<file path="config.mk">
export PLATFORM = sky130hd
export DESIGN_NAME = key_scanner_long_press
export DESIGN_NICKNAME = d
export VERILOG_FILES = /design/src/rtl/kslp_pkg.sv /design/src/rtl/key_scanner_long_press.sv /design/src/rtl/kslp_in_reg.sv /design/src/rtl/kslp_engine.sv
export VERILOG_INCLUDE_DIRS = /design/src /design/src/rtl
export SDC_FILE = /design/constraint.sdc
export NUM_CORES = 1
export LEC_CHECK = 0
export BUFFER_PORTS_ARGS = -buffer_cell sky130_fd_sc_hd__buf_2
export CORE_MARGIN = 5
export CORE_UTILIZATION = 41
export CTS_CLUSTER_DIAMETER = 30
export DETAILED_ROUTE_END_ITERATION = 6
export GPL_ROUTABILITY_DRIVEN = 0
export PLACE_DENSITY = 0.7
export SLEW_MARGIN = 15
export SYNTH_ARGS = -nofsm -noshare
export SYNTH_HDL_FRONTEND = slang
export SYNTH_HIERARCHICAL = 1
export SYNTH_SLANG_ARGS = --single-unit
</file>
<file path="constraint.sdc">
create_clock -name clk -period 4.5 [get_ports clk]
set_clock_uncertainty 0.2 [all_clocks]
set_input_delay 0.45 -clock clk [delete_from_list [all_inputs] [get_ports clk]]
set_output_delay 0.45 -clock clk [all_outputs]
set_load 0.01 [all_outputs]
</file>
<file path="src/rtl/key_scanner_long_press_defines.svh">
// ---------------------------------------------------------------------------
// key_scanner_long_press_defines: assertion macros
// Shared concurrent assertion shorthands, clocked on clk and disabled in reset.
// ---------------------------------------------------------------------------
`ifndef KEY_SCANNER_LONG_PRESS_DEFINES_SVH
`define KEY_SCANNER_LONG_PRESS_DEFINES_SVH

// same-cycle implication
`define KSLP_ASSERT_IMP(label, ante, cons) \
	label: assert property (@(posedge clk) disable iff (!arst_n) (ante) |-> (cons)) \
		else $error("kslp assertion failed");

// next-cycle implication
`define KSLP_ASSERT_NXT(label, ante, cons) \
	label: assert property (@(posedge clk) disable iff (!arst_n) (ante) |=> (cons)) \
		else $error("kslp assertion failed");

`endif

</file>
<file path="src/rtl/kslp_pkg.sv">
// ---------------------------------------------------------------------------
// kslp_pkg: key scanner shared definitions
// Item type, key codes, register indexes and reset values.
// ---------------------------------------------------------------------------
`timescale 1ns / 1ps

package kslp_pkg;

	localparam int CFG_DATA_W = 16;
	localparam int CFG_IDX_W  = 1;
	localparam int DIV_W      = 8;
	localparam int HOLD_W     = 16;
	localparam int CODE_W     = 3;

	// register indexes
	localparam logic [CFG_IDX_W-1:0] CFG_SCAN_PERIOD = 1'd0;
	localparam logic [CFG_IDX_W-1:0] CFG_LONG_TICKS  = 1'd1;

	localparam logic [DIV_W-1:0]  SCAN_PERIOD_RST = 8'd20;
	localparam logic [HOLD_W-1:0] LONG_TICKS_RST  = 16'd1000;
	localparam logic [HOLD_W-1:0] HOLD_MAX        = 16'hFFFF;

	// request kinds
	localparam logic REQ_TICK = 1'b0;
	localparam logic REQ_READ = 1'b1;

	// key codes
	localparam logic [CODE_W-1:0] CODE_NONE  = 3'd0;
	localparam logic [CODE_W-1:0] CODE_KEY1  = 3'd1;
	localparam logic [CODE_W-1:0] CODE_KEY2  = 3'd2;
	localparam logic [CODE_W-1:0] CODE_SHORT = 3'd3;
	localparam logic [CODE_W-1:0] CODE_LONG  = 3'd4;

	typedef struct packed {
		logic req_type;
		logic key1_level;
		logic key2_level;
		logic key3_level;
	} item_t;

	typedef struct packed {
		logic [CFG_IDX_W-1:0]  index;
		logic [CFG_DATA_W-1:0] data;
		logic                  we;
	} cfg_wr_t;

endpackage

</file>
<file path="src/rtl/key_scanner_long_press.sv">
// ---------------------------------------------------------------------------
// key_scanner_long_press: three-key scanner with key-3 long press
// Top level: input register, scan engine and result register.
// ---------------------------------------------------------------------------
// Takes one request per clock: a tick with the three active-low key levels,
// or a read that returns and clears the last key released (0 none, 1 key1,
// 2 key2, 3 key3 short, 4 key3 long; ticks return 0). Every request gives
// exactly one result, registered first in the input register and then in the
// result register, and a new request is taken every cycle while the result
// side keeps up; a stalled result holds one more request in the input
// register. scan_period (index 0) sets the ticks between samples and
// long_press_ticks (index 1) the hold count key 3 must exceed for a long
// press; write them only while the block is idle.
`timescale 1ns / 1ps

module key_scanner_long_press
	import kslp_pkg::*;
(
	input  logic                  clk,
	input  logic                  arst_n,
	input  logic                  in_valid,
	output logic                  in_ready,
	input  logic                  req_type,
	input  logic                  key1_level,
	input  logic                  key2_level,
	input  logic                  key3_level,
	output logic                  out_valid,
	input  logic                  out_ready,
	output logic [CODE_W-1:0]     key_event,
	input  logic                  cfg_we,
	input  logic [CFG_IDX_W-1:0]  cfg_index,
	input  logic [CFG_DATA_W-1:0] cfg_data
);

	item_t   in_item;
	item_t   item_s1;
	logic    item_valid_s1;
	logic    take;
	cfg_wr_t cfg_wr;

	assign in_item.req_type   = req_type;
	assign in_item.key1_level = key1_level;
	assign in_item.key2_level = key2_level;
	assign in_item.key3_level = key3_level;

	assign cfg_wr.we    = cfg_we;
	assign cfg_wr.index = cfg_index;
	assign cfg_wr.data  = cfg_data;

	kslp_in_reg u_in_reg (
		.clk           (clk),
		.arst_n        (arst_n),
		.in_valid      (in_valid),
		.in_ready      (in_ready),
		.in_item       (in_item),
		.take          (take),
		.item_valid_s1 (item_valid_s1),
		.item_s1       (item_s1)
	);

	kslp_engine u_engine (
		.clk           (clk),
		.arst_n        (arst_n),
		.cfg_wr        (cfg_wr),
		.item_valid_s1 (item_valid_s1),
		.item_s1       (item_s1),
		.take          (take),
		.out_valid     (out_valid),
		.out_ready     (out_ready),
		.key_event     (key_event)
	);

endmodule

</file>
<file path="src/rtl/kslp_in_reg.sv">
// ---------------------------------------------------------------------------
// kslp_in_reg: input register
// Captures one request per transfer and holds it until the engine takes it.
// ---------------------------------------------------------------------------
`timescale 1ns / 1ps
`include "key_scanner_long_press_defines.svh"

module kslp_in_reg
	import kslp_pkg::*;
(
	input  logic  clk,
	input  logic  arst_n,
	input  logic  in_valid,
	output logic  in_ready,
	input  item_t in_item,
	input  logic  take,
	output logic  item_valid_s1,
	output item_t item_s1
);

	// stage is free when empty or being drained this cycle
	assign in_ready = !item_valid_s1 || take;

	always_ff @(posedge clk or negedge arst_n) begin
		if (!arst_n) begin
			item_valid_s1 <= 1'b0;
		end else if (in_ready) begin
			item_valid_s1 <= in_valid;
		end
	end

	always_ff @(posedge clk) begin
		if (in_valid && in_ready) begin
			item_s1 <= in_item;
		end
	end

	`KSLP_ASSERT_IMP(a_full_when_blocked, !in_ready, item_valid_s1)
	`KSLP_ASSERT_IMP(a_take_needs_item, take, item_valid_s1)

endmodule

</file>
<file path="src/rtl/kslp_engine.sv">
// ---------------------------------------------------------------------------
// kslp_engine: scan state and result register
// Applies one tick or read per cycle, unless the result stalls, to the scan state and registers the result.
// ---------------------------------------------------------------------------
`timescale 1ns / 1ps
`include "key_scanner_long_press_defines.svh"

module kslp_engine
	import kslp_pkg::*;
(
	input  logic              clk,
	input  logic              arst_n,
	input  cfg_wr_t           cfg_wr,
	input  logic              item_valid_s1,
	input  item_t             item_s1,
	output logic              take,
	output logic              out_valid,
	input  logic              out_ready,
	output logic [CODE_W-1:0] key_event
);

	logic [DIV_W-1:0]  scan_period_q;
	logic [HOLD_W-1:0] long_ticks_q;
	logic [DIV_W-1:0]  div_q;
	logic [HOLD_W-1:0] hold_q;
	logic [CODE_W-1:0] prev_code_q;
	logic [CODE_W-1:0] cur_code_q;
	logic [CODE_W-1:0] latched_q;

	logic              is_read;
	logic              k1, k2, k3;
	logic [HOLD_W-1:0] hold_nx;
	logic [DIV_W-1:0]  div_inc;
	logic              sample;
	logic [CODE_W-1:0] code_nx;

	// result register frees up when empty or being read out
	assign take    = item_valid_s1 && (!out_valid || out_ready);
	assign is_read = (item_s1.req_type == REQ_READ);
	assign k1      = !item_s1.key1_level;
	assign k2      = !item_s1.key2_level;
	assign k3      = !item_s1.key3_level;

	// hold counter first, saturating
	always_comb begin
		if (!k3) begin
			hold_nx = '0;
		end else if (hold_q == HOLD_MAX) begin
			hold_nx = hold_q;
		end else begin
			hold_nx = hold_q + HOLD_W'(1);
		end
	end

	// scan divider, wraps at 8 bits like the counter it models
	assign div_inc = div_q + DIV_W'(1);
	assign sample  = (div_inc >= scan_period_q);

	// priority sample using the updated hold count
	always_comb begin
		if (k1) begin
			code_nx = CODE_KEY1;
		end else if (k2) begin
			code_nx = CODE_KEY2;
		end else if (k3 && (hold_nx > long_ticks_q)) begin
			code_nx = CODE_LONG;
		end else if (k3) begin
			code_nx = CODE_SHORT;
		end else begin
			code_nx = CODE_NONE;
		end
	end

	// configuration registers
	always_ff @(posedge clk or negedge arst_n) begin
		if (!arst_n) begin
			scan_period_q <= SCAN_PERIOD_RST;
			long_ticks_q  <= LONG_TICKS_RST;
		end else if (cfg_wr.we) begin
			case (cfg_wr.index)
				CFG_SCAN_PERIOD: scan_period_q <= cfg_wr.data[DIV_W-1:0];
				CFG_LONG_TICKS:  long_ticks_q  <= cfg_wr.data[HOLD_W-1:0];
				default: ;
			endcase
		end
	end

	// scan state
	always_ff @(posedge clk or negedge arst_n) begin
		if (!arst_n) begin
			div_q       <= '0;
			hold_q      <= '0;
			prev_code_q <= CODE_NONE;
			cur_code_q  <= CODE_NONE;
			latched_q   <= CODE_NONE;
		end else if (take) begin
			if (is_read) begin
				latched_q <= CODE_NONE;
			end else begin
				hold_q <= hold_nx;
				if (sample) begin
					div_q       <= '0;
					prev_code_q <= cur_code_q;
					cur_code_q  <= code_nx;
					// release: nonzero code falls to zero
					if ((cur_code_q != CODE_NONE) && (code_nx == CODE_NONE)) begin
						latched_q <= cur_code_q;
					end
				end else begin
					div_q <= div_inc;
				end
			end
		end
	end

	// result register
	always_ff @(posedge clk or negedge arst_n) begin
		if (!arst_n) begin
			out_valid <= 1'b0;
		end else if (take) begin
			out_valid <= 1'b1;
		end else if (out_ready) begin
			out_valid <= 1'b0;
		end
	end

	always_ff @(posedge clk) begin
		if (take) begin
			key_event <= is_read ? latched_q : CODE_NONE;
		end
	end

	`KSLP_ASSERT_NXT(a_read_clears, take && is_read, latched_q == CODE_NONE)
	`KSLP_ASSERT_NXT(a_release_clears_hold, take && !is_read && !k3, hold_q == '0)
	`KSLP_ASSERT_IMP(a_code_range, 1'b1,
		(latched_q <= CODE_LONG) && (prev_code_q <= CODE_LONG) && (cur_code_q <= CODE_LONG))

endmodule

</file>
**Yosys cells after proc, flatten, opt, wreduce, memory -nomap -nowiden**

Index checks and enable logic that the tools add are counted.

- Register bits after elaboration: 63
- Input port bits: 26

- Add/subtract/negate cells: 2
- $lt $le $gt $ge: 2
- Equal/unequal tests: 1
- Multiplexer cells: 12
- Bitwise gates (word level): 2
- Reductions and logical operators: 19

Operators by type and width:

| cell | number |
|---|---|
| $mux W16 | 2 |
| $mux W3 | 6 |
| $add A16 B1 Y16 const B | 1 |
| $eq A16 B16 Y1 const B | 1 |
| $gt A16 B16 Y1 | 1 |
| $add A8 B1 Y8 const B | 1 |
| $ge A8 B8 Y1 | 1 |
| $mux W8 | 1 |
| $reduce_and A2 Y1 | 3 |
| $reduce_and A3 Y1 | 2 |
| $reduce_bool A2 Y1 | 3 |
| $logic_and A1 B1 Y1 | 4 |
| $logic_not A1 Y1 | 3 |
| $logic_not A3 Y1 | 1 |
| $reduce_bool A3 Y1 | 1 |
| $logic_or A1 B1 Y1 | 2 |
| $mux W1 | 2 |
| $mux W2 | 1 |
| $not A1 Y1 | 2 |

**Logic depth before layout (Yosys ltp)**

Gate-level depths: netlist (run 1).

- Depth in word-level cells: 13
- Mapped depth: 14
- Depth with buffers taken out: 14

**Modules after synthesis**

Netlist (run 1), hierarchy kept.

By module, submodules not included:

| module | times used | cells each | area an instance (µm²) |
|---|---|---|---|
| kslp_engine | 1 | 375 | 3,558.4 |
| kslp_in_reg | 1 | 8 | 173.9 |

**Least setup slack after synthesis (run 1)**

OpenSTA, ideal clock, no wires.

- Kind: reg2reg
- Start point: reg u_engine.hold_q[0]
- End point: reg u_engine.cur_code_q[2]
- Setup time: 0.125 ns
- Arrival: 3.084 ns
- Required time: 4.175 ns
- Setup slack: 1.091 ns
- Stages on the path, launching flop included: 14
- Path buffers: 0
- Cell sequence: dfrtp_1 > ha_1 > nand2_1 > nor4_4 > a21oi_2 > and3_4 > xnor2_1 > nor2_1 > ha_1 > nand4_1 > or4_1 > o21ai_0 > a21oi_1 > mux2_2

- Word-level cells in the longest chain between the ends: 8
- Elaborated cells on any way between the ends: 9

RTL lines:

| item | line | text |
|---|---|---|
| from (decl) | kslp_engine.sv:25 | `logic [HOLD_W-1:0] hold_q;` |
| from (signal assigned) | kslp_engine.sv:100 | `hold_q <= hold_nx;` |
| $add A16 B1 Y16 or $eq A16 B16 Y1 (tied branches) | kslp_engine.sv:51, kslp_engine.sv:48 |  |
| $mux W16 (*) | kslp_engine.sv:48 | `end else if (hold_q == HOLD_MAX) begin` |
| $mux W16 (*) | kslp_engine.sv:46 | `if (!k3) begin` |
| via u_engine.hold_nx[5] | kslp_engine.sv:32 | `logic [HOLD_W-1:0] hold_nx;` |
| $gt A16 B16 Y1 (*) | kslp_engine.sv:65 | `end else if (k3 && (hold_nx > long_ticks_q)) begin` |
| $logic_and A1 B1 Y1 (*) | kslp_engine.sv:65 |  |
| $mux W3 (*) | kslp_engine.sv:65 |  |
| $mux W3 (*) | kslp_engine.sv:63 | `end else if (k2) begin` |
| $mux W3 (*) | kslp_engine.sv:61 | `if (k1) begin` |
| to (signal assigned) | kslp_engine.sv:104 | `cur_code_q <= code_nx;` |
| to (decl) | kslp_engine.sv:27 | `logic [CODE_W-1:0] cur_code_q;` |

The timed path passes the listed nets; every way through them passes the cells marked *.
A chain may end at the register's enable or synchronous reset.

**Final worst setup path (run 1)**

Same ends and word-level chain as after synthesis.

==> results of run 1 <==
[power groups by stage]
| stage | Sequential [uW] | Clock [uW] | Combinational, uW |
|---|---|---|---|
| after CTS | 718 | 474 | 327 |
| after detailed placement | 728 | 0 | 323 |
| after floorplan | 709 | 0 | 233 |
| after global routing | 729 | 508 | 372 |
| after global placement | 725 | 0 | 304 |
| final | 718 | 460 | 322 |
[through the flow]
step | setup WS (ns) | cells
6_report | 0.490 | 527
5_1_grt | 0.158 | 527
4_1_cts | 0.495 | 527
3_5_place_dp | 0.531 | 511
3_3_place_gp | 0.691 | 511
2_1_floorplan | 1.09 | 383
[registers in the layout, summed over array words and instances (netlist names)]
register	count
u_engine/key_event	3
u_engine/div_q	8
u_engine/latched_q	3
u_engine/out_valid	1
u_engine/hold_q	16
u_in_reg/item_valid_s1	1
u_engine/long_ticks_q	16
u_engine/scan_period_q	8
u_engine/cur_code_q	3
u_in_reg/item_s1	4
[worst reg2reg max path, cell delays in order (launching register included)]
cell	delay [ns]
dfrtp_1	0.42
ha_1	0.24
nand2_1	0.18
nor4_4	0.52
nand2_2	0.29
nand4_1	0.22
xor2_1	0.17
nor2_1	0.06
ha_1	0.33
nand4_1	0.16
or4_1	0.55
o21ai_0	0.17
a21oi_1	0.11
mux2_2	0.27
[path summary, 6_finish.rpt]
path | endpoint | slack, ns | cells past startpoint
min in group clk | u_in_reg/item_s1[1] | 0.09 | 1
min | u_engine/scan_period_q[1] | 0.04 | 2
max | u_engine/cur_code_q[2] | 0.49 | 13
max in group asynchronous | u_engine/hold_q[4] | 3.56 | 2
min reg2reg | u_engine/div_q[7] | 0.30 | 2
max reg2reg | u_engine/cur_code_q[2] | 0.49 | 13
[placed cells by master, fill, tap and decap left out, types with 4 or more instances in the layout]
| master | netlist | final |
|---|---|---|
| edfxtp_1 | 7 | 7 |
| dfstp_2 | 8 | 8 |
| xnor2_1 | 8 | 8 |
| clkbuf_8 | 2 | 9 |
| buf_4 | 0 | 4 |
| dfrtp_1 | 48 | 48 |
| o21ai_0 | 32 | 32 |
| mux2i_1 | 5 | 5 |
| nor3_1 | 5 | 5 |
| and2_1 | 4 | 4 |
| nand2b_1 | 6 | 6 |
| nand3_1 | 15 | 15 |
| a21oi_1 | 14 | 14 |
| o31ai_1 | 6 | 6 |
| and3_1 | 8 | 8 |
| mux2_2 | 19 | 19 |
| a31oi_1 | 6 | 6 |
| buf_2 | 2 | 30 |
| nand4_1 | 6 | 6 |
| inv_1 | 30 | 30 |
| ha_1 | 26 | 26 |
| xor2_1 | 8 | 8 |
| nand2_1 | 45 | 45 |
| nor2_1 | 22 | 22 |
[per-layer routing]
metal	track usage (%)	wire length [um]	up-vias
li1	-	-	1415
met1	18.4	3440	1407
met2	25.9	3990	47
met3	4.34	320	10
met4	4.22	121	0
met5	0	0	-
[kinds of logic after synthesis]
| logic type | Yosys count | share of synthesized area [%] |
|---|---|---|
| flip-flops | 63 | 43.4 |
| AO/OA/AOI/OAI | 82 | 13.8 |
| multiplexers | 24 | 7.07 |
| AND/OR/NAND/NOR | 128 | 18.1 |
| buffers and inverters | 44 | 5.06 |
| adder cells (fa/ha/maj) | 26 | 8.72 |
| XOR/XNOR | 16 | 3.75 |
[cell type report]
cell class	count	area share, %
clock buffers	12	3.25
clock inverters	4	1.11
inverters	30	2.71
multi-input cells	276	46.3
flip-flops and latches	63	39.0
well taps	108	3.25
repair buffers	34	4.34
[cells in the mapped netlist, drive strengths merged (2+ instances only)]
library cell	number	share of area (%)
dfrtp	48	32
inv	30	3.0
nor2b	3	0.70
a31oi	6	1.0
o21ai	34	4.7
nor2	22	2.2
nand3b	2	0.40
a21oi	15	2.1
a22o	4	0.97
nand4	7	1.6
xor2	8	1.9
clkbuf	12	1.8
dfstp	8	5.6
o21a	3	0.60
xnor2	8	1.9
edfxtp	7	5.6
nand2	46	4.7
nor3	5	0.67
buf	2	0.27
nand2b	7	1.4
nor4	2	0.74
and2	6	1.1
a21o	3	0.60
nand3	15	2.0
o2bb2ai	2	0.47
mux2i	5	1.3
mux2	19	5.7
o31ai	6	1.2
ha	26	8.7
and3	9	1.6
==> impl_metrics.env, run 1 <==
export IMPL_status="completed"
export IMPL_cts_resized=0
export IMPL_drv_slew=0
export IMPL_numCtsBuffers=9
export IMPL_synthFlopType="dfrtp_1"
export IMPL_crit_type="flip-flop to flip-flop"
export IMPL_p_sw_share_pct=29.7
export IMPL_seq_power_share_pct=47.9
export IMPL_cp_startpoint="u_engine/hold_q[0]"
export IMPL_cts_setup_buffers=0
export IMPL_first_iter_violations=169
export IMPL_ys_seq_area_share_pct=43.4
export IMPL_yosysWarnings=6
export IMPL_clk_pin_slew_ns=0.07
export IMPL_netlist_area_sq_um=3730
export IMPL_grtUsageTotal_pct=15.1
export IMPL_setup_viol=0
export IMPL_cp_start_kind="flip-flop"
export IMPL_wl_um=7870
export IMPL_final_nets=466
export IMPL_rows=34
export IMPL_pwr_share_clk_pct=30.7
export IMPL_syn_nets=435
export IMPL_rsz0062_at_grt="false"
export IMPL_regArea_sq_um=1620
export IMPL_drive_gt1_share_pct=20.5
export IMPL_slew_headroom_pct=34.9
export IMPL_power_per_cell_area_nw_per_um2=361
export IMPL_grt_start_max_net_pins=57
export IMPL_grt_overflow=0
export IMPL_hp_class="input pin to async pin"
export IMPL_finalSetupTns_ns=0
export IMPL_dpl_cell_area_sq_um=3970
export IMPL_clk_latency_ns=0.34
export IMPL_drc=0
export IMPL_initial_utilization_pct=42.4
export IMPL_critical_path_slowest_cell="or4_1"
export IMPL_combPwrFrac_pct=21.5
export IMPL_antennaDiodeCount=0
export IMPL_grt_pass1_vias=2916
export IMPL_cp_top_family="simple AND/OR/NAND/NOR gates"
export IMPL_drt_pass1_iterations=4
export IMPL_fin_area_sq_um=4150
export IMPL_io_pins=31
export IMPL_synth_edf_count=7
export IMPL_tightest_slew_ns=0.976
export IMPL_netlist_instances=383
export IMPL_root_buffer="clkbuf_8"
export IMPL_die_area_sq_um=11100
export IMPL_post_route_period_util_pct=89.1
export IMPL_areaGrowthSynthToFinish_pct=11.3
export IMPL_cp_slowest_stage_delay_ns=0.55
export IMPL_leakagePower_uw=0.00193
export IMPL_wl_per_cell_um=14.9
export IMPL_peakVddDrop_mv=0.234
export IMPL_total_power_uw=1500
export IMPL_antenna_found_initial=0
export IMPL_postSynthAreaPerCell_sq_um=9.74
export IMPL_critPathMaxFanout=15
export IMPL_core_area_sq_um=8810
export IMPL_cts_buffer_depth=2
export IMPL_arrival_ns=4.02
export IMPL_critPathBufInv=0
export IMPL_finalHoldViolCount=0
export IMPL_r2r_start="u_engine/hold_q[0]"
export IMPL_multi_input_area_sq_um=1920
export IMPL_grt_pass1_wl_um=13600
export IMPL_internal_power_uw=1050
export IMPL_die_h_um=105
export IMPL_whs_ns=0.0387
export IMPL_clock_fmax_mhz=249
export IMPL_die_w_um=105
export IMPL_maxCapViolations=0
export IMPL_period_needed_ns=4.01
export IMPL_cts_sinks=63
export IMPL_cts_htree_levels=3
export IMPL_endpoint_kind="flip-flop"
export IMPL_cts_tree="built"
export IMPL_cts_hold_buf=0
export IMPL_io_buffers=30
export IMPL_cp_cell_sequence="ha_1 > nand2_1 > nor4_4 > nand2_2 > nand4_1 > xor2_1 > nor2_1 > ha_1 > nand4_1 > or4_1 > o21ai_0 > a21oi_1 > mux2_2"
export IMPL_fill_cells=839
export IMPL_num_vias=2879
export IMPL_async_reset_ff_share_pct=88.9
export IMPL_utilization_pct=47.2
export IMPL_synth_seq_cells=63
export IMPL_ys_types=57
export IMPL_p_switching_uw=445
export IMPL_ant_nets=0
export IMPL_required_ns=4.51
export IMPL_dp_hpwl_um=5840
export IMPL_vias_per_cell=5.46
No activity file was read; power rests on OpenSTA's default activity.
==> run 2: changes to the inputs <==
clock period = 4.3 ns   (was 4.5 ns; I/O delays follow)
==> run 2 against run 1 <==
Register-to-register slack worse by 0.05 ns. Critical endpoint unchanged. Via count increased by 0.35%. First-iteration DRC count decreased by 16%. Largest cell class unchanged. Setup slack got worse by 0.051 ns. Combinational power increased by 2%. Routed wire length up 1.1%. Clock power increased by 37%. Die area unchanged. Flip-flop and latch count unchanged. Power is 14% higher.
==> impl_metrics.env, run 2 (synthesis results as in run 1) <==
export IMPL_drt_pass1_iterations=4
export IMPL_cts_sinks=63
export IMPL_top_regs="u_engine/hold_q: 16 flops, u_engine/long_ticks_q: 16 flops"
export IMPL_peakVddDrop_mv=0.233
export IMPL_cp_top_family="simple AND/OR/NAND/NOR gates"
export IMPL_cp_slowest_stage_delay_ns=0.55
export IMPL_finalSetupTns_ns=0
export IMPL_die_w_um=105
export IMPL_period_needed_ns=3.86
export IMPL_grt_overflow=0
export IMPL_grt_use_met2_pct=25.9
export IMPL_dpl_cell_area_sq_um=3970
export IMPL_grt_start_max_net_pins=31
export IMPL_antenna_found_initial=0
export IMPL_pwr_share_clk_pct=36.7
export IMPL_seq_power_share_pct=44.0
export IMPL_hp_class="input pin to flip-flop"
export IMPL_io_pins=31
export IMPL_cp_cell_sequence="ha_1 > nand2_1 > nor4_4 > nand2_2 > nand4_1 > xor2_1 > nor2_1 > ha_1 > nand4_1 > or4_1 > o21ai_0 > a21oi_1 > mux2_2"
export IMPL_finalHoldViolCount=0
export IMPL_fin_area_sq_um=4240
export IMPL_wl_um=7960
export IMPL_grt_met3_usage_pct=4.10
export IMPL_ant_nets=0
export IMPL_grtUsageTotal_pct=15.3
export IMPL_io_buffers=30
export IMPL_wl_per_cell_um=15.0
export IMPL_clk_pin_slew_ns=0.08
export IMPL_root_buffer="clkbuf_8"
export IMPL_utilization_pct=48.2
export IMPL_antennaDiodeCount=0
export IMPL_num_vias=2889
export IMPL_critical_path_slowest_cell="or4_1"
export IMPL_core_area_sq_um=8810
export IMPL_regArea_sq_um=1620
export IMPL_final_nets=469
export IMPL_die_area_sq_um=11100
export IMPL_total_power_uw=1710
export IMPL_dp_hpwl_um=5910
export IMPL_met1_usage_pct=18.6
export IMPL_final_common_cell="dfrtp_1"
export IMPL_grt_busiest_layer="met2"
export IMPL_leakagePower_uw=0.00198
export IMPL_final_cell_mix="48 x dfrtp_1, 45 x nand2_1, 32 x o21ai_0, 30 x buf_2, 30 x inv_1"
export IMPL_required_ns=4.33
export IMPL_critPathMaxFanout=15
export IMPL_cts_htree_levels=3
export IMPL_p_sw_share_pct=28.5
export IMPL_first_iter_violations=142
export IMPL_rows=34
export IMPL_p_switching_uw=489
export IMPL_die_h_um=105
export IMPL_whs_endpoint="u_in_reg/item_s1[1]"
export IMPL_drc=0
export IMPL_setup_viol=0
export IMPL_rsz0062_at_grt="false"
export IMPL_multi_input_area_sq_um=1920
export IMPL_grt_pass1_vias=2983
export IMPL_areaGrowthSynthToFinish_pct=13.6
export IMPL_drive_gt1_share_pct=21.6
export IMPL_r2r_cells=13
export IMPL_combPwrFrac_pct=19.3
export IMPL_clk_latency_ns=0.35
export IMPL_cts_resized=0
export IMPL_drv_slew=0
export IMPL_cp_startpoint="u_engine/hold_q[0]"
export IMPL_arrival_ns=3.89
export IMPL_cts_buffer_depth=2
export IMPL_place_ws_ns=0.315
export IMPL_critPathBufInv=0
export IMPL_grt_pass1_wl_um=13800
export IMPL_status="completed"
export IMPL_min_from="key2_level"
export IMPL_fill_cells=791
export IMPL_fin_ws_ns=0.439
export IMPL_cp_start_kind="flip-flop"
export IMPL_reg2reg_to="u_engine/cur_code_q[2]"
export IMPL_r2r_slack_ns=0.44
export IMPL_internal_power_uw=1220
export IMPL_endpoint_kind="flip-flop"
export IMPL_r2r_start="u_engine/hold_q[0]"
export IMPL_initial_utilization_pct=42.4
export IMPL_maxCapViolations=0
export IMPL_clock_fmax_mhz=259
export IMPL_post_route_period_util_pct=89.8
export IMPL_numCtsBuffers=9
export IMPL_slew_headroom_pct=35.6
export IMPL_tightest_slew_ns=0.966
export IMPL_crit_type="flip-flop to flip-flop"
export IMPL_power_per_cell_area_nw_per_um2=404
export IMPL_min_path_cells=1
export IMPL_vias_per_cell=5.45
export IMPL_cts_tree="built"
[run 2: timing repair]
action / CTS / global route
hold endpoints to repair: 27 / 0
endpoints found under the setup margin: 0 / 2
hold buffers: 1 / 0
buffers inserted: 0 / 2
[run 2: worst reg2reg max path, stage by stage (launching register included)]
cell and delay (ns):
dfrtp_1 0.42, ha_1 0.24, nand2_1 0.18, nor4_4 0.38, nand2_2 0.27, nand4_1 0.22
xor2_1 0.17, nor2_1 0.06, ha_1 0.34, nand4_1 0.16, or4_1 0.55, o21ai_0 0.17
a21oi_1 0.11, mux2_2 0.27
[run 2: stage by stage]
stage	instances	hold WS [ns]
final	530	0.0663
after global routing	530	0.0380
after CTS	528	0.0473
after detailed placement	511	0.291
after global placement	511	0.276
after floorplan	383	-0.0656
[run 2: cell type report]
| cell class | instances | share of cell area [%] |
|---|---|---|
| sequential | 63 | 38.2 |
| tap | 108 | 3.19 |
| timing repair buffer | 37 | 4.84 |
| clock inverter | 7 | 2.83 |
| clock buffer | 9 | 2.92 |
| multi-input combinational | 276 | 45.3 |
| inverter | 30 | 2.66 |
[run 2: worst max path at each step]
stage                     slack (ns)                      to  cells after the start
final                           0.44  u_engine/cur_code_q[2]                     13
after global routing            0.15  u_engine/cur_code_q[0]                     13
after CTS                       0.27  u_engine/cur_code_q[2]                     13
after detailed placement        0.31  u_engine/cur_code_q[2]                     13
after global placement          0.49  u_engine/cur_code_q[2]                     13
after floorplan                 0.89  u_engine/cur_code_q[2]                     13
[run 2: layer usage]
metal | vias to the layer above | part of all wire, %
met2 | 69 | 49
met1 | 1383 | 44
met4 | 0 | 1.9
met3 | 15 | 4.2
met5 | - | 0
li1 | 1422 | -
[run 2: power by group through the flow]
stage / combinational (uW) / sequential (uW) / clock [uW]
6_report: 330 / 754 / 629
5_1_grt: 383 / 764 / 679
4_1_cts: 334 / 752 / 645
3_5_place_dp: 330 / 763 / 0
3_3_place_gp: 317 / 759 / 0
2_1_floorplan: 244 / 742 / 0
==> run 3: changes to the inputs <==
CORE_ASPECT_RATIO = 1.5   (was default)
MAX_ROUTING_LAYER = met4   (was default)
==> run 3 against run 2 <==
Hold slack gained 0.011 ns. Highest routed layer unchanged. Non-clock buffer count shrank 2. Largest power group unchanged. Register-to-register slack gained 0.095 ns. Critical endpoint is now u_engine/cur_code_q[0]. Largest cell class unchanged.
==> impl_metrics.env, run 3 (synthesis results as in run 1) <==
export IMPL_power_per_cell_area_nw_per_um2=425
export IMPL_drc=0
export IMPL_initial_utilization_pct=42.0
export IMPL_cts_resized=0
export IMPL_post_route_period_util_pct=87.6
export IMPL_maxCapViolations=0
export IMPL_reg2reg_to="u_engine/cur_code_q[0]"
export IMPL_root_buffer="clkbuf_16"
export IMPL_core_area_sq_um=8880
export IMPL_finalHoldViolCount=0
export IMPL_r2r_start="u_engine/hold_q[0]"
export IMPL_cp_start_kind="flip-flop"
export IMPL_crit_type="flip-flop to flip-flop"
export IMPL_cp_slowest_stage_delay_ns=0.41
export IMPL_whs_endpoint="u_in_reg/item_s1[1]"
export IMPL_r2r_cells=13
export IMPL_rsz0062_at_grt="false"
export IMPL_final_nets=467
export IMPL_setup_viol=0
export IMPL_cts_htree_levels=3
export IMPL_cp_cell_sequence="ha_1 > nand2_1 > nor4_4 > nand2_2 > and4_4 > xnor2_1 > nor2_1 > ha_1 > nand4_1 > a2111oi_0 > o21ai_0 > a41o_1 > mux2_2"
export IMPL_clk_latency_ns=0.33
export IMPL_finalSetupTns_ns=0
export IMPL_peakVddDrop_mv=0.231
export IMPL_fill_cells=806
export IMPL_drv_slew=0
export IMPL_grt_overflow=0
export IMPL_num_vias=2889
export IMPL_r2r_slack_ns=0.53
export IMPL_critPathBufInv=0
export IMPL_grtUsageTotal_pct=16.2
export IMPL_period_needed_ns=3.77
export IMPL_wl_per_cell_um=14.9
export IMPL_cts_hold_buf=1
export IMPL_cts_sinks=63
export IMPL_dp_hpwl_um=5910
export IMPL_die_area_sq_um=11200
export IMPL_clk_pin_slew_ns=0.05
export IMPL_numCtsBuffers=9
export IMPL_die_w_um=87.9
export IMPL_grt_start_max_net_pins=35
export IMPL_cts_tree="built"
export IMPL_wl_um=7890
export IMPL_multi_input_area_sq_um=1920
export IMPL_grt_pass1_vias=2925
export IMPL_total_power_uw=1830
export IMPL_required_ns=4.31
export IMPL_cts_buffer_depth=2
export IMPL_regArea_sq_um=1620
export IMPL_antenna_found_initial=0
export IMPL_crit_top_cell="ha_1"
export IMPL_p_sw_share_pct=27.0
export IMPL_drive_gt1_share_pct=21.0
export IMPL_first_iter_violations=176
export IMPL_vias_per_cell=5.45
export IMPL_internal_power_uw=1330
export IMPL_arrival_ns=3.77
export IMPL_slew_headroom_pct=34.3
export IMPL_io_pins=31
export IMPL_critPathMaxFanout=15
export IMPL_leakagePower_uw=0.00199
export IMPL_io_buffers=30
export IMPL_areaGrowthSynthToFinish_pct=15.1
export IMPL_critical_path_slowest_cell="dfrtp_1"
export IMPL_min_path_cells=1
export IMPL_pwr_share_clk_pct=40.9
export IMPL_fin_ws_ns=0.534
export IMPL_final_cell_mix="48 x dfrtp_1, 45 x nand2_1, 32 x o21ai_0, 30 x buf_2, 30 x inv_1"
export IMPL_place_ws_ns=0.543
export IMPL_combPwrFrac_pct=18.0
export IMPL_endpoint_kind="flip-flop"
export IMPL_grt_pass1_wl_um=13600
export IMPL_top_regs="u_engine/hold_q: 16 flops, u_engine/long_ticks_q: 16 flops"
export IMPL_tightest_slew_ns=0.986
export IMPL_p_switching_uw=493
export IMPL_cts_setup_buffers=0
export IMPL_clock_fmax_mhz=266
export IMPL_rows=42
export IMPL_cp_top_family="simple AND/OR/NAND/NOR gates"
export IMPL_utilization_pct=48.4
export IMPL_antennaDiodeCount=0
export IMPL_min_from="key2_level"
export IMPL_drt_pass1_iterations=4
export IMPL_hp_class="input pin to flip-flop"
export IMPL_final_common_cell="dfrtp_1"
export IMPL_die_h_um=127
export IMPL_ant_nets=0
export IMPL_seq_power_share_pct=41.1
export IMPL_status="completed"
==> run 3: routing by layer <==
layer	routed length, um	vias to the layer above	track usage [%]
met2	4350	40	27.8
met3	172	20	2.86
met5	0	-	-
li1	-	1420	-
met4	255	0	9.12
met1	3120	1409	17.0
==> run 3: through the flow <==
stage	instances	area (sq um)	hold slack [ns]
after floorplan	383	3730	-0.0656
after global placement	513	3970	0.227
after global routing	530	4300	0.0734
after CTS	530	4300	0.0664
final	530	4300	0.0769
after detailed placement	513	3970	0.243
==> run 3: how the worst max path moves through the flow <==
stage | from | to | slack, ns | cells after the start
floorplan | u_engine/hold_q[0] | u_engine/cur_code_q[2] | 0.89 | 13
global placement | u_engine/hold_q[0] | u_engine/cur_code_q[2] | 0.65 | 13
detailed placement | u_engine/hold_q[0] | u_engine/cur_code_q[0] | 0.54 | 13
CTS | u_engine/hold_q[0] | u_engine/cur_code_q[0] | 0.52 | 13
global route | u_engine/hold_q[0] | u_engine/cur_code_q[0] | 0.26 | 13
finish | u_engine/hold_q[0] | u_engine/cur_code_q[0] | 0.53 | 13
==> run 3: final cells by class <==
class,instances,area share [%]
sequential,63,37.8
clock inverter,2,0.874
clock buffer,14,6.38
timing repair buffer,35,4.43
inverter,30,2.62
tap,110,3.20
multi-input combinational,276,44.7
==> run 3: power groups by stage <==
stage / clock network (uW) / logic, uW / registers (uW)
2_1_floorplan: 0 / 244 / 742
3_3_place_gp: 0 / 318 / 758
3_5_place_dp: 0 / 333 / 761
4_1_cts: 761 / 336 / 752
5_1_grt: 787 / 377 / 767
6_report: 747 / 329 / 751
